`src/rtl/ltw_pkg.sv`:
```
// shared types, constants and tables of the lanczos tap weight generator
// depends on nothing; used by every rtl file of the block
package ltw_pkg;

  // tap budget of the kernel; the order is capped so that 2a + 1 fits
  localparam int MAX_TAPS = 16;
  localparam int A_RAW    = (MAX_TAPS - 1) / 2;
  localparam int A_CAP    = (A_RAW > 5) ? 5 : A_RAW;

  // register indexes of the configuration port
  localparam logic [1:0] REG_HALF_TAPS = 2'd0;
  localparam logic [1:0] REG_DEN       = 2'd1;
  localparam logic [1:0] REG_SW        = 2'd2;

  // pi^2 in q16 and sine series coefficients in q28
  localparam logic [19:0] PI2_Q16 = 20'd646814;
  localparam logic [28:0] SIN_C1  = 29'd421657428;
  localparam logic [28:0] SIN_C3  = 29'd173399667;
  localparam logic [28:0] SIN_C5  = 29'd21392326;
  localparam logic [28:0] SIN_C7  = 29'd1256749;
  localparam logic [28:0] SIN_C9  = 29'd43068;

  localparam logic signed [15:0] ONE_Q14 = 16'sd16384;
  localparam logic signed [15:0] W_MAX   = 16'sd32767;
  localparam logic signed [15:0] W_MIN   = -16'sd32768;

  typedef struct packed {
    logic [2:0]  half_taps;
    logic [15:0] den;
    logic [15:0] sw;
  } cfg_t;

  // one classified position: tap range and fraction
  typedef struct packed {
    logic [15:0]        first_index;
    logic [15:0]        f16;
    logic [2:0]         a;
    logic signed [3:0]  i_lo;
    logic signed [3:0]  i_hi;
  } job_t;

  typedef struct packed {
    logic [15:0]        first_index;
    logic signed [15:0] weight;
    logic               last_tap;
  } res_t;

  // reciprocal ceil(2^31 / a) for the phase divide
  function automatic logic [31:0] rcp(input logic [2:0] a);
    logic [31:0] r;
    case (a)
      3'd1:    r = 32'd2147483648;
      3'd2:    r = 32'd1073741824;
      3'd3:    r = 32'd715827883;
      3'd4:    r = 32'd536870912;
      3'd5:    r = 32'd429496730;
      default: r = 32'd2147483648;
    endcase
    return r;
  endfunction

  // horner coefficient after the top term, in evaluation order
  function automatic logic [28:0] horner_coef(input logic [1:0] k);
    logic [28:0] c;
    case (k)
      2'd0:    c = SIN_C7;
      2'd1:    c = SIN_C5;
      2'd2:    c = SIN_C3;
      default: c = SIN_C1;
    endcase
    return c;
  endfunction

endpackage

```
`src/rtl/ltw_front.sv`:
```
// front end: accepts a position, divides by the denominator, classifies taps
// depends on ltw_pkg (cfg_t, job_t, A_CAP)
module ltw_front (
  input  logic               clk,
  input  logic               rst,
  input  ltw_pkg::cfg_t      cfg,
  input  logic               push,
  input  logic [31:0]        position_numerator,
  output logic               full,
  output logic               q_push,
  output ltw_pkg::job_t      q_job,
  input  logic               q_full
);

  localparam logic [1:0] F_IDLE = 2'd0;
  localparam logic [1:0] F_DIV  = 2'd1;
  localparam logic [1:0] F_CLS  = 2'd2;

  logic [1:0]  state;
  logic [5:0]  cnt;
  logic [47:0] dvd;
  logic [47:0] quo;
  logic [16:0] r;
  logic [15:0] den_r;

  logic [16:0] r_sh;
  logic        q_bit;
  logic [31:0] centre;
  logic [2:0]  a_c;
  logic signed [3:0]  lo;
  logic signed [3:0]  hi;
  logic signed [33:0] hr;
  logic        no_taps;

  assign full = (state != F_IDLE);

  // long division step, 32 integer bits then 16 fraction bits
  always_comb begin
    r_sh  = {r[15:0], dvd[47]};
    q_bit = (r_sh >= {1'b0, den_r});
  end

  // tap range clipped to the source
  always_comb begin
    centre = quo[47:16];
    if (cfg.half_taps < 3'd1) a_c = 3'd1;
    else if (cfg.half_taps > 3'd5) a_c = 3'd5;
    else a_c = cfg.half_taps;
    if (a_c > 3'(ltw_pkg::A_CAP)) a_c = 3'(ltw_pkg::A_CAP);
    if (centre >= {29'd0, a_c - 3'd1}) lo = 4'sd1 - $signed({1'b0, a_c});
    else lo = 4'sd0 - $signed(centre[3:0]);
    hr = $signed({18'd0, cfg.sw}) - 34'sd1 - $signed({2'd0, centre});
    if (hr > $signed({31'd0, a_c})) hi = $signed({1'b0, a_c});
    else hi = hr[3:0];
    no_taps = (hr < 34'(lo)) || (ltw_pkg::A_CAP < 1);
    q_job.first_index = centre[15:0] + {{12{lo[3]}}, lo};
    q_job.f16         = quo[15:0];
    q_job.a           = a_c;
    q_job.i_lo        = lo;
    q_job.i_hi        = hi;
    q_push = (state == F_CLS) && !no_taps && !q_full;
  end

  always_ff @(posedge clk) begin
    if (rst) begin
      state <= F_IDLE;
    end else begin
      case (state)
        F_IDLE: begin
          if (push) begin
            state <= F_DIV;
            cnt   <= 6'd0;
            dvd   <= {position_numerator, 16'd0};
            quo   <= 48'd0;
            r     <= 17'd0;
            den_r <= (cfg.den == 16'd0) ? 16'd1 : cfg.den;
          end
        end
        F_DIV: begin
          r   <= q_bit ? (r_sh - {1'b0, den_r}) : r_sh;
          quo <= {quo[46:0], q_bit};
          dvd <= {dvd[46:0], 1'b0};
          cnt <= cnt + 6'd1;
          if (cnt == 6'd47) state <= F_CLS;
        end
        F_CLS: begin
          if (no_taps || !q_full) state <= F_IDLE;
        end
        default: state <= F_IDLE;
      endcase
    end
  end

endmodule

```
`src/rtl/ltw_job_queue.sv`:
```
// two-entry queue of classified positions between front and back
// depends on ltw_pkg (job_t)
module ltw_job_queue (
  input  logic          clk,
  input  logic          rst,
  input  logic          push,
  input  ltw_pkg::job_t din,
  output logic          full,
  input  logic          pop,
  output logic          valid,
  output ltw_pkg::job_t head
);

  logic [1:0]    cnt;
  ltw_pkg::job_t e0;
  ltw_pkg::job_t e1;
  logic          push_ok;
  logic          pop_ok;
  logic [1:0]    wpos;

  assign full    = (cnt == 2'd2);
  assign valid   = (cnt != 2'd0);
  assign head    = e0;
  assign push_ok = push && !full;
  assign pop_ok  = pop && valid;
  assign wpos    = cnt - {1'b0, pop_ok};

  // entries shift toward the head on a pop
  always_ff @(posedge clk) begin
    if (push_ok && (wpos == 2'd0)) e0 <= din;
    else if (pop_ok) e0 <= e1;
    if (push_ok && (wpos != 2'd0)) e1 <= din;
  end

  always_ff @(posedge clk) begin
    if (rst) begin
      cnt <= 2'd0;
    end else begin
      cnt <= cnt + {1'b0, push_ok} - {1'b0, pop_ok};
    end
  end

endmodule

```
`src/rtl/ltw_back.sv`:
```
// back end: sequences one shared multiplier over sines, denominator and divide
// per tap, and holds a two-entry result buffer; depends on ltw_pkg
module ltw_back (
  input  logic          clk,
  input  logic          rst,
  input  logic          job_valid,
  input  ltw_pkg::job_t job,
  output logic          job_pop,
  output logic          empty,
  input  logic          pop,
  output ltw_pkg::res_t res
);

  localparam logic [3:0] B_IDLE = 4'd0;
  localparam logic [3:0] B_TAP  = 4'd1;
  localparam logic [3:0] B_RCP  = 4'd2;
  localparam logic [3:0] B_DIVA = 4'd3;
  localparam logic [3:0] B_SIN0 = 4'd4;
  localparam logic [3:0] B_SZ2  = 4'd5;
  localparam logic [3:0] B_SH   = 4'd6;
  localparam logic [3:0] B_SS   = 4'd7;
  localparam logic [3:0] B_AS1  = 4'd8;
  localparam logic [3:0] B_AS2  = 4'd9;
  localparam logic [3:0] B_D1   = 4'd10;
  localparam logic [3:0] B_D2   = 4'd11;
  localparam logic [3:0] B_D3   = 4'd12;
  localparam logic [3:0] B_DIV  = 4'd13;
  localparam logic [3:0] B_EMIT = 4'd14;

  logic [3:0]         state;
  logic signed [3:0]  i;
  logic [18:0]        mag;
  logic [26:0]        p1mag;
  logic               p1neg;
  logic [24:0]        ph;
  logic [24:0]        ph2;
  logic               sel;
  logic [28:0]        z;
  logic [1:0]         quad;
  logic [28:0]        z2;
  logic [1:0]         k;
  logic [28:0]        s1mag;
  logic               s1neg;
  logic [28:0]        s2mag;
  logic               s2neg;
  logic [60:0]        num;
  logic [60:0]        rem;
  logic [65:0]        dsh;
  logic [14:0]        q;
  logic [3:0]         cnt;
  logic               nneg;
  logic signed [15:0] w;
  logic [71:0]        prod;

  logic [39:0]        opa;
  logic [31:0]        opb;
  logic signed [20:0] x16;
  logic [18:0]        mag_c;
  logic [23:0]        rf;
  logic [28:0]        z_fold;
  logic [28:0]        z2_new;
  logic [28:0]        t_new;
  logic [27:0]        qe;
  logic [30:0]        qa;
  logic [27:0]        qd;
  logic [27:0]        p2;
  logic [26:0]        p1neg_v;
  logic [51:0]        d_raw;
  logic [51:0]        d;
  logic               sat;
  logic               dbit;
  logic [14:0]        qn;

  logic [1:0]         ocnt;
  ltw_pkg::res_t      o0;
  ltw_pkg::res_t      o1;
  ltw_pkg::res_t      onew;
  logic               o_push;
  logic               o_pop;
  logic [1:0]         owpos;

  // per-tap distance, sine folding, horner terms, phase quotient, denominator and divide step
  always_comb begin
    x16    = $signed({5'd0, job.f16}) - $signed({i[3], i, 16'd0});
    mag_c  = x16[20] ? 19'(-x16) : x16[18:0];
    rf     = ph[23] ? (24'h800000 - {1'b0, ph[22:0]}) : {1'b0, ph[22:0]};
    z_fold = {rf, 5'd0};
    z2_new = prod[56:28];
    t_new  = ltw_pkg::horner_coef(k) - prod[56:28];
    qe     = prod[58:31];
    qa     = qe * job.a;
    qd     = (qa > {4'd0, p1mag}) ? (qe - 28'd1) : qe;
    p2     = p1neg ? (28'd0 - qd) : qd;
    p1neg_v = 27'd0 - p1mag;
    d_raw  = prod[57:6];
    d      = (d_raw == 52'd0) ? 52'd1 : d_raw;
    sat    = ({6'd0, num} >= {d, 15'd0});
    dbit   = ({5'd0, rem} >= dsh);
    qn     = {q[13:0], dbit};
  end

  // operand select of the shared multiplier
  always_comb begin
    opa = 40'd0;
    opb = 32'd0;
    case (state)
      B_RCP: begin
        opa = {13'd0, p1mag};
        opb = ltw_pkg::rcp(job.a);
      end
      B_SIN0: begin
        opa = {11'd0, z_fold};
        opb = {3'd0, z_fold};
      end
      B_SZ2: begin
        opa = {11'd0, z2_new};
        opb = {3'd0, ltw_pkg::SIN_C9};
      end
      B_SH: begin
        opa = (k == 2'd3) ? {11'd0, z} : {11'd0, z2};
        opb = {3'd0, t_new};
      end
      B_AS1: begin
        opa = {11'd0, s1mag};
        opb = {29'd0, job.a};
      end
      B_AS2: begin
        opa = {8'd0, prod[31:0]};
        opb = {3'd0, s2mag};
      end
      B_D1: begin
        opa = {21'd0, mag};
        opb = {12'd0, ltw_pkg::PI2_Q16};
      end
      B_D2: begin
        opa = prod[39:0];
        opb = {13'd0, mag};
      end
      default: begin
        opa = 40'd0;
        opb = 32'd0;
      end
    endcase
  end

  always_ff @(posedge clk) begin
    prod <= opa * opb;
  end

  // result beat for the buffer
  always_comb begin
    onew.first_index = job.first_index;
    onew.weight      = w;
    onew.last_tap    = (i == job.i_hi);
    o_push  = (state == B_EMIT) && (ocnt != 2'd2);
    job_pop = o_push && (i == job.i_hi);
    o_pop   = pop && (ocnt != 2'd0);
    owpos   = ocnt - {1'b0, o_pop};
  end

  // tap sequencer
  always_ff @(posedge clk) begin
    if (rst) begin
      state <= B_IDLE;
    end else begin
      case (state)
        B_IDLE: begin
          if (job_valid) begin
            i     <= job.i_lo;
            state <= B_TAP;
          end
        end
        B_TAP: begin
          mag   <= mag_c;
          p1mag <= {mag_c, 8'd0};
          p1neg <= x16[20];
          if (job.f16 == 16'd0) begin
            w     <= (i == 4'sd0) ? ltw_pkg::ONE_Q14 : 16'sd0;
            state <= B_EMIT;
          end else begin
            state <= B_RCP;
          end
        end
        B_RCP: state <= B_DIVA;
        B_DIVA: begin
          ph2   <= p2[24:0];
          ph    <= p1neg ? p1neg_v[24:0] : p1mag[24:0];
          sel   <= 1'b0;
          state <= B_SIN0;
        end
        B_SIN0: begin
          z     <= z_fold;
          quad  <= ph[24:23];
          state <= B_SZ2;
        end
        B_SZ2: begin
          z2    <= z2_new;
          k     <= 2'd0;
          state <= B_SH;
        end
        B_SH: begin
          k <= k + 2'd1;
          if (k == 2'd3) state <= B_SS;
        end
        B_SS: begin
          if (!sel) begin
            s1mag <= prod[56:28];
            s1neg <= quad[1];
            ph    <= ph2;
            sel   <= 1'b1;
            state <= B_SIN0;
          end else begin
            s2mag <= prod[56:28];
            s2neg <= quad[1];
            state <= B_AS1;
          end
        end
        B_AS1: state <= B_AS2;
        B_AS2: state <= B_D1;
        B_D1: begin
          num   <= prod[60:0];
          state <= B_D2;
        end
        B_D2: state <= B_D3;
        B_D3: begin
          nneg <= s1neg ^ s2neg;
          rem  <= num;
          dsh  <= {d, 14'd0};
          q    <= 15'd0;
          cnt  <= 4'd14;
          if (sat) begin
            w     <= (s1neg ^ s2neg) ? ltw_pkg::W_MIN : ltw_pkg::W_MAX;
            state <= B_EMIT;
          end else begin
            state <= B_DIV;
          end
        end
        B_DIV: begin
          if (dbit) rem <= rem - dsh[60:0];
          q   <= qn;
          dsh <= {1'b0, dsh[65:1]};
          cnt <= cnt - 4'd1;
          if (cnt == 4'd0) begin
            w     <= nneg ? $signed(16'd0 - {1'b0, qn}) : $signed({1'b0, qn});
            state <= B_EMIT;
          end
        end
        B_EMIT: begin
          if (o_push) begin
            if (i == job.i_hi) begin
              state <= B_IDLE;
            end else begin
              i     <= i + 4'sd1;
              state <= B_TAP;
            end
          end
        end
        default: state <= B_IDLE;
      endcase
    end
  end

  // result buffer
  assign empty = (ocnt == 2'd0);
  assign res   = o0;

  always_ff @(posedge clk) begin
    if (o_push && (owpos == 2'd0)) o0 <= onew;
    else if (o_pop) o0 <= o1;
    if (o_push && (owpos != 2'd0)) o1 <= onew;
  end

  always_ff @(posedge clk) begin
    if (rst) begin
      ocnt <= 2'd0;
    end else begin
      ocnt <= ocnt + {1'b0, o_push} - {1'b0, o_pop};
    end
  end

endmodule

```
`src/rtl/lanczos_tap_weight_generator_top.sv`:
```
// top level of the lanczos tap weight generator: registers, front, queue, back
// depends on ltw_pkg, ltw_front, ltw_job_queue, ltw_back
//
// Each position pushed in yields one weight beat per source tap that lies in
// range (up to 2a), all carrying the first in-range source index, the last
// one flagged by last_tap. The front runs a bit-serial division of the
// numerator (centre and 16-bit fraction), then classifies the tap range;
// it stays full during that time. A two-entry queue lets it take the next
// position while the back works. The back shares one multiplier among two
// sine evaluations, the phase divide by a, the product of the sines and the
// pi^2 x^2 denominator, then runs a 15-step restoring divide, which a
// saturating weight skips; at integer positions the weight is set directly.
// Results wait in a two-entry buffer. The user must write the registers only
// while the block is idle; the block itself does not enforce this.
module lanczos_tap_weight_generator_top (
  input  logic               clk,
  input  logic               rst,
  input  logic               cfg_write,
  input  logic [1:0]         cfg_index,
  input  logic [15:0]        cfg_data,
  input  logic               push,
  output logic               full,
  input  logic [31:0]        position_numerator,
  output logic               empty,
  input  logic               pop,
  output logic [15:0]        first_index,
  output logic signed [15:0] weight,
  output logic               last_tap
);

  ltw_pkg::cfg_t cfg;
  ltw_pkg::job_t f_job;
  ltw_pkg::job_t q_head;
  ltw_pkg::res_t res;
  logic          q_push;
  logic          q_full;
  logic          q_valid;
  logic          q_pop;

  // configuration registers
  always_ff @(posedge clk) begin
    if (rst) begin
      cfg.half_taps <= 3'd3;
      cfg.den       <= 16'd1;
      cfg.sw        <= 16'd1;
    end else if (cfg_write) begin
      case (cfg_index)
        ltw_pkg::REG_HALF_TAPS: cfg.half_taps <= cfg_data[2:0];
        ltw_pkg::REG_DEN:       cfg.den       <= cfg_data;
        ltw_pkg::REG_SW:        cfg.sw        <= cfg_data;
        default: ;
      endcase
    end
  end

  ltw_front u_front (
    .clk                (clk),
    .rst                (rst),
    .cfg                (cfg),
    .push               (push),
    .position_numerator (position_numerator),
    .full               (full),
    .q_push             (q_push),
    .q_job              (f_job),
    .q_full             (q_full)
  );

  ltw_job_queue u_queue (
    .clk   (clk),
    .rst   (rst),
    .push  (q_push),
    .din   (f_job),
    .full  (q_full),
    .pop   (q_pop),
    .valid (q_valid),
    .head  (q_head)
  );

  ltw_back u_back (
    .clk       (clk),
    .rst       (rst),
    .job_valid (q_valid),
    .job       (q_head),
    .job_pop   (q_pop),
    .empty     (empty),
    .pop       (pop),
    .res       (res)
  );

  assign first_index = res.first_index;
  assign weight      = res.weight;
  assign last_tap    = res.last_tap;

  // checks
  a_no_push_full: assert property (@(posedge clk) disable iff (rst)
    q_push |-> !q_full) else $error("job pushed into a full queue");

  a_pop_valid: assert property (@(posedge clk) disable iff (rst)
    q_pop |-> q_valid) else $error("job popped from an empty queue");

  a_accept_busy: assert property (@(posedge clk) disable iff (rst)
    (push && !full) |=> full) else $error("front not busy after a beat");

  a_hold_result: assert property (@(posedge clk) disable iff (rst)
    (!empty && !pop) |=> !empty) else $error("waiting result lost");

endmodule

```
`config.mk`:
```
export PLATFORM = sky130hd
export DESIGN_NAME = lanczos_tap_weight_generator_top
export DESIGN_NICKNAME = d
export VERILOG_FILES = /design/src/rtl/ltw_pkg.sv /design/src/rtl/ltw_front.sv /design/src/rtl/ltw_job_queue.sv /design/src/rtl/ltw_back.sv /design/src/rtl/lanczos_tap_weight_generator_top.sv
export SDC_FILE = /design/constraint.sdc
export NUM_CORES = 2
export LEC_CHECK = 0
export BUFFER_PORTS_ARGS = -buffer_cell sky130_fd_sc_hd__buf_4
export CORE_MARGIN = 10
export CORE_UTILIZATION = 41
export DETAILED_ROUTE_END_ITERATION = 10
export PLACE_DENSITY = 0.6
export SYNTH_ARGS = -nofsm -noshare
export SYNTH_HDL_FRONTEND = slang
export SYNTH_SLANG_ARGS = --single-unit
```
`constraint.sdc`:
```
create_clock -name clk -period 14.8 [get_ports clk]
set_input_delay 0 -clock clk [delete_from_list [all_inputs] [get_ports clk]]
set_output_delay 0 -clock clk [all_outputs]
set_load 0.005 [all_outputs]
```
==> results.cfg <==
[floorplan]
die_w_um = 470
rows = 165
core_region_area_mm2 = 0.202
ios = 90
fp.dieH_um = 470
dieArea_mm2 = 0.221
start_util = 0.412

[synth]
yosysWarningCount = 0
ys_types = 83
async_flop_share = 0
yosysSeqAreaShare = 0.273
avgSynthCellArea_um2 = 9.38
syn_area_mm2 = 0.0831
synth-edff-count = 684
synth-seq-cells = 790
synth_cells = 8861
ys.flop_type = edfxtp_1

[clock_tree]
post-cts-setup-buffers = 0
cts.sinks = 790
clk_latency_ps = 720
cts-htree-levels = 3
clkTransAtPathRegs_ps = 70
numCtsBuffers = 85
cts_root_buf = clkbuf_16
ctsResizeCount = 0
ctsLongestPathBuffers = 3
cts_tree = built

[place]
gp_congestion = 0.931
dpl_cell_area_mm2 = 0.0877
hpwl_um = 193000
port_buffers = 89
place_worst_setup_slack_ps = 1500

[run_status]
status = completed

[worst_setup_path]
r2r_start = u_back.k[1]$_SDFFCE_PN0P_
critical_path_arrival_ps = 14280
worst-r2r-setup-slack_ps = 1180
cp-start-kind = register
slowest_delay_ps = 730
endpoint_kind = register
crit_path_frequent_cell = fa_1
critPathSlowestCell = o311ai_0
crit_type = reg2reg
r2r_end = u_back.prod[60]$_DFF_P_
r2r.worst_path.cells = 44
required_ps = 15450
crit_fanout = 22

[route]
routedWlPerCell_um = 21.7
drt.antenna.violating_nets = 0
remaining_drc_errors = 0
wirelength_um = 253000
drt-initial-drc-count = 5717
first_pass_iters = 9
num_vias = 63254
viasPerCell = 5.41

[final_layout]
design_area_mm2 = 0.0912
drive_gt1_frac = 0.0654
fin_nets = 10639
area_delta_synth_final_pct = 9.76

[global_route]
grt_max_degree = 121
grt_pass1_vias = 65526
grt_pass1_wl_um = 393000
antenna_found_initial = 7
gr-total-overflow = 0
grt_usage = 0.227

[pwr]
p_seq_frac = 0.387
p_sw_frac = 0.322
p_per_area_mw_per_mm2 = 72.8
p_leak_nw = 40.9
clkPwrFrac = 0.337
p_comb_frac = 0.275
power_switching_mw = 2.14
finalPower_mw = 6.64
power.internal_mw = 4.50
vdd_ir_drop_max_v = 0.0000777

[hold_path]
holdPathStages = 4
min-delay-start = position_numerator[11]
min_path_type = in2reg
hold_end = u_front.dvd[27]$_DFFE_PP_

[timing]
worst_slack_ps = 1180
drv_slew = 0
rsz0062_at_grt = false
finalCritPeriodShare = 0.920
setup_viol = 0
fin_setup_tns_ps = 0
min_period_ps = 13620
fmax_ghz = 0.0734
tightestPinTransition_ps = 1420
slew_headroom = 0.0522
fin_worst_skew_ps = 42.6
finalHoldViolCount = 0

[flow_run]
cap_violations = 0
==> layer usage <==
| layer | up-vias | GRT usage | wire length (um) |
|---|---|---|---|
| li1 | 28508 | - | - |
| met1 | 31753 | 0.306 | 106000 |
| met2 | 2468 | 0.364 | 116000 |
| met3 | 525 | 0.0445 | 21800 |
| met4 | 0 | 0.0773 | 10300 |
| met5 | - | 0 | 0 |
==> layout make-up <==
cell class                 count  area, um^2
multi-input combinational   6108       53500
clock inverter                56         649
antenna                        2        5.00
inverter                    1636        6140
sequential                   790       22700
fill                       19393      111000
timing repair buffer         336        2710
tap                         2672        3340
clock buffer                  99        2220
==> layout by cell type (no fill, tap or decap), drive strengths merged, types with 37 or more instances in the layout <==
| master | instances |
|---|---|
| o21ai | 316 |
| a22oi | 63 |
| fa | 1116 |
| o21bai | 44 |
| and2 | 117 |
| nand3 | 101 |
| a31oi | 37 |
| a21oi | 297 |
| dlygate4sd3 | 71 |
| conb | 77 |
| a21o | 171 |
| dfxtp | 106 |
| inv | 1640 |
| clkbuf | 99 |
| nand4 | 75 |
| xnor2 | 237 |
| edfxtp | 684 |
| mux2 | 85 |
| nand2b | 70 |
| nor3 | 103 |
| o31ai | 39 |
| and3 | 42 |
| nor4 | 49 |
| buf | 265 |
| xor2 | 111 |
| o21a | 43 |
| ha | 511 |
| nor2 | 572 |
| nor2b | 64 |
| nand2 | 1411 |
==> through the flow <==
| stage | hold slack [ps] | cells | util |
|---|---|---|---|
| after CTS | 48.5 | 11697 | 0.452 |
| after floorplan | 118 | 8936 | - |
| final | 103 | 11699 | 0.452 |
| after global placement | 261 | 11471 | 0.434 |
| after detailed placement | 258 | 11471 | 0.434 |
| after global routing | 81.5 | 11697 | 0.452 |
==> Yosys cell counts, drive strengths merged, types with 16 or more instances <==
master	number	share of area
inv	1635	0.074
ha	511	0.077
nand4	75	0.0056
fa	1116	0.27
and2	117	0.0088
o21a	43	0.0039
buf	32	0.0015
nor4	49	0.0037
mux2i	26	0.0031
dfxtp	106	0.026
xnor2	237	0.025
nor3	103	0.0063
a211oi	30	0.0027
nand2b	70	0.0053
a22oi	63	0.0057
o211ai	17	0.0015
and4	19	0.0020
nor2b	64	0.0048
and3	42	0.0032
a21oi	297	0.018
o21bai	44	0.0040
or3	31	0.0023
nand2	1411	0.064
mux2	85	0.012
o2111ai	16	0.0017
or2	24	0.0018
nor2	572	0.026
o31ai	39	0.0035
a31oi	37	0.0028
o21ai	316	0.019
edfxtp	684	0.25
xor2	111	0.012
clkbuf	370	0.017
a21o	171	0.015
nand3	101	0.0061
a211o	16	0.0017
==> worst max-delay path: cells and delay by family, from the launching register on <==
family	cells	cell delay (ps)
compound gates	20	6140
xor+xnor	1	160
fa+ha+maj	12	5360
buf+inv	6	620
flops	1	540
simple gates	5	660
==> flip-flops by register name, summed over array words and instances, names as in the netlist, 32 cells and up <==
register,count
u_back.rem,61
u_back.res,33
u_back.prod,61
u_queue.e1,43
u_front.dvd,32
u_back.dsh,66
u_back.num,61
u_queue.head,43
u_front.quo,48
u_back.o1,33
cfg,35
==> logic make-up after synthesis <==
logic type                 synth area share
xor gates and xnor gates             0.0367
other                             0.0000903
and+or+nand+nor                       0.145
DFF                                   0.273
AOI/OAI and AO/OA                    0.0937
muxes                                0.0146
adders and majority gates             0.346
buffers and inverters                0.0921
==> worst max path at each step <==
stage / start / endpoint / slack [ps] / depth (start not counted)
detailed placement: u_back.k[1]$_SDFFCE_PN0P_ / u_back.prod[60]$_DFF_P_ / 1500 / 42
floorplan: u_back.k[1]$_SDFFCE_PN0P_ / u_back.prod[60]$_DFF_P_ / 2500 / 46
CTS: u_back.k[1]$_SDFFCE_PN0P_ / u_back.prod[60]$_DFF_P_ / 1440 / 44
finish: u_back.k[1]$_SDFFCE_PN0P_ / u_back.prod[60]$_DFF_P_ / 1180 / 44
global route: u_back.k[1]$_SDFFCE_PN0P_ / u_back.prod[60]$_DFF_P_ / 500 / 44
global placement: u_back.k[1]$_SDFFCE_PN0P_ / u_back.prod[60]$_DFF_P_ / 1730 / 47
==> power by group through the flow <==
stage	sequential, mW	combinational [mW]	clock, mW
finish	2.57	1.83	2.24
global route	2.58	2.02	2.37
floorplan	2.61	1.23	0
CTS	2.57	1.82	2.28
detailed placement	2.62	1.78	0
global placement	2.62	1.76	0
==> repair_timing <==
item	CTS	global route
endpoints found under the setup margin	0	0
endpoints found under the hold margin	90	0
hold buffers	71	0
No activity file was read; power rests on OpenSTA's default activity.
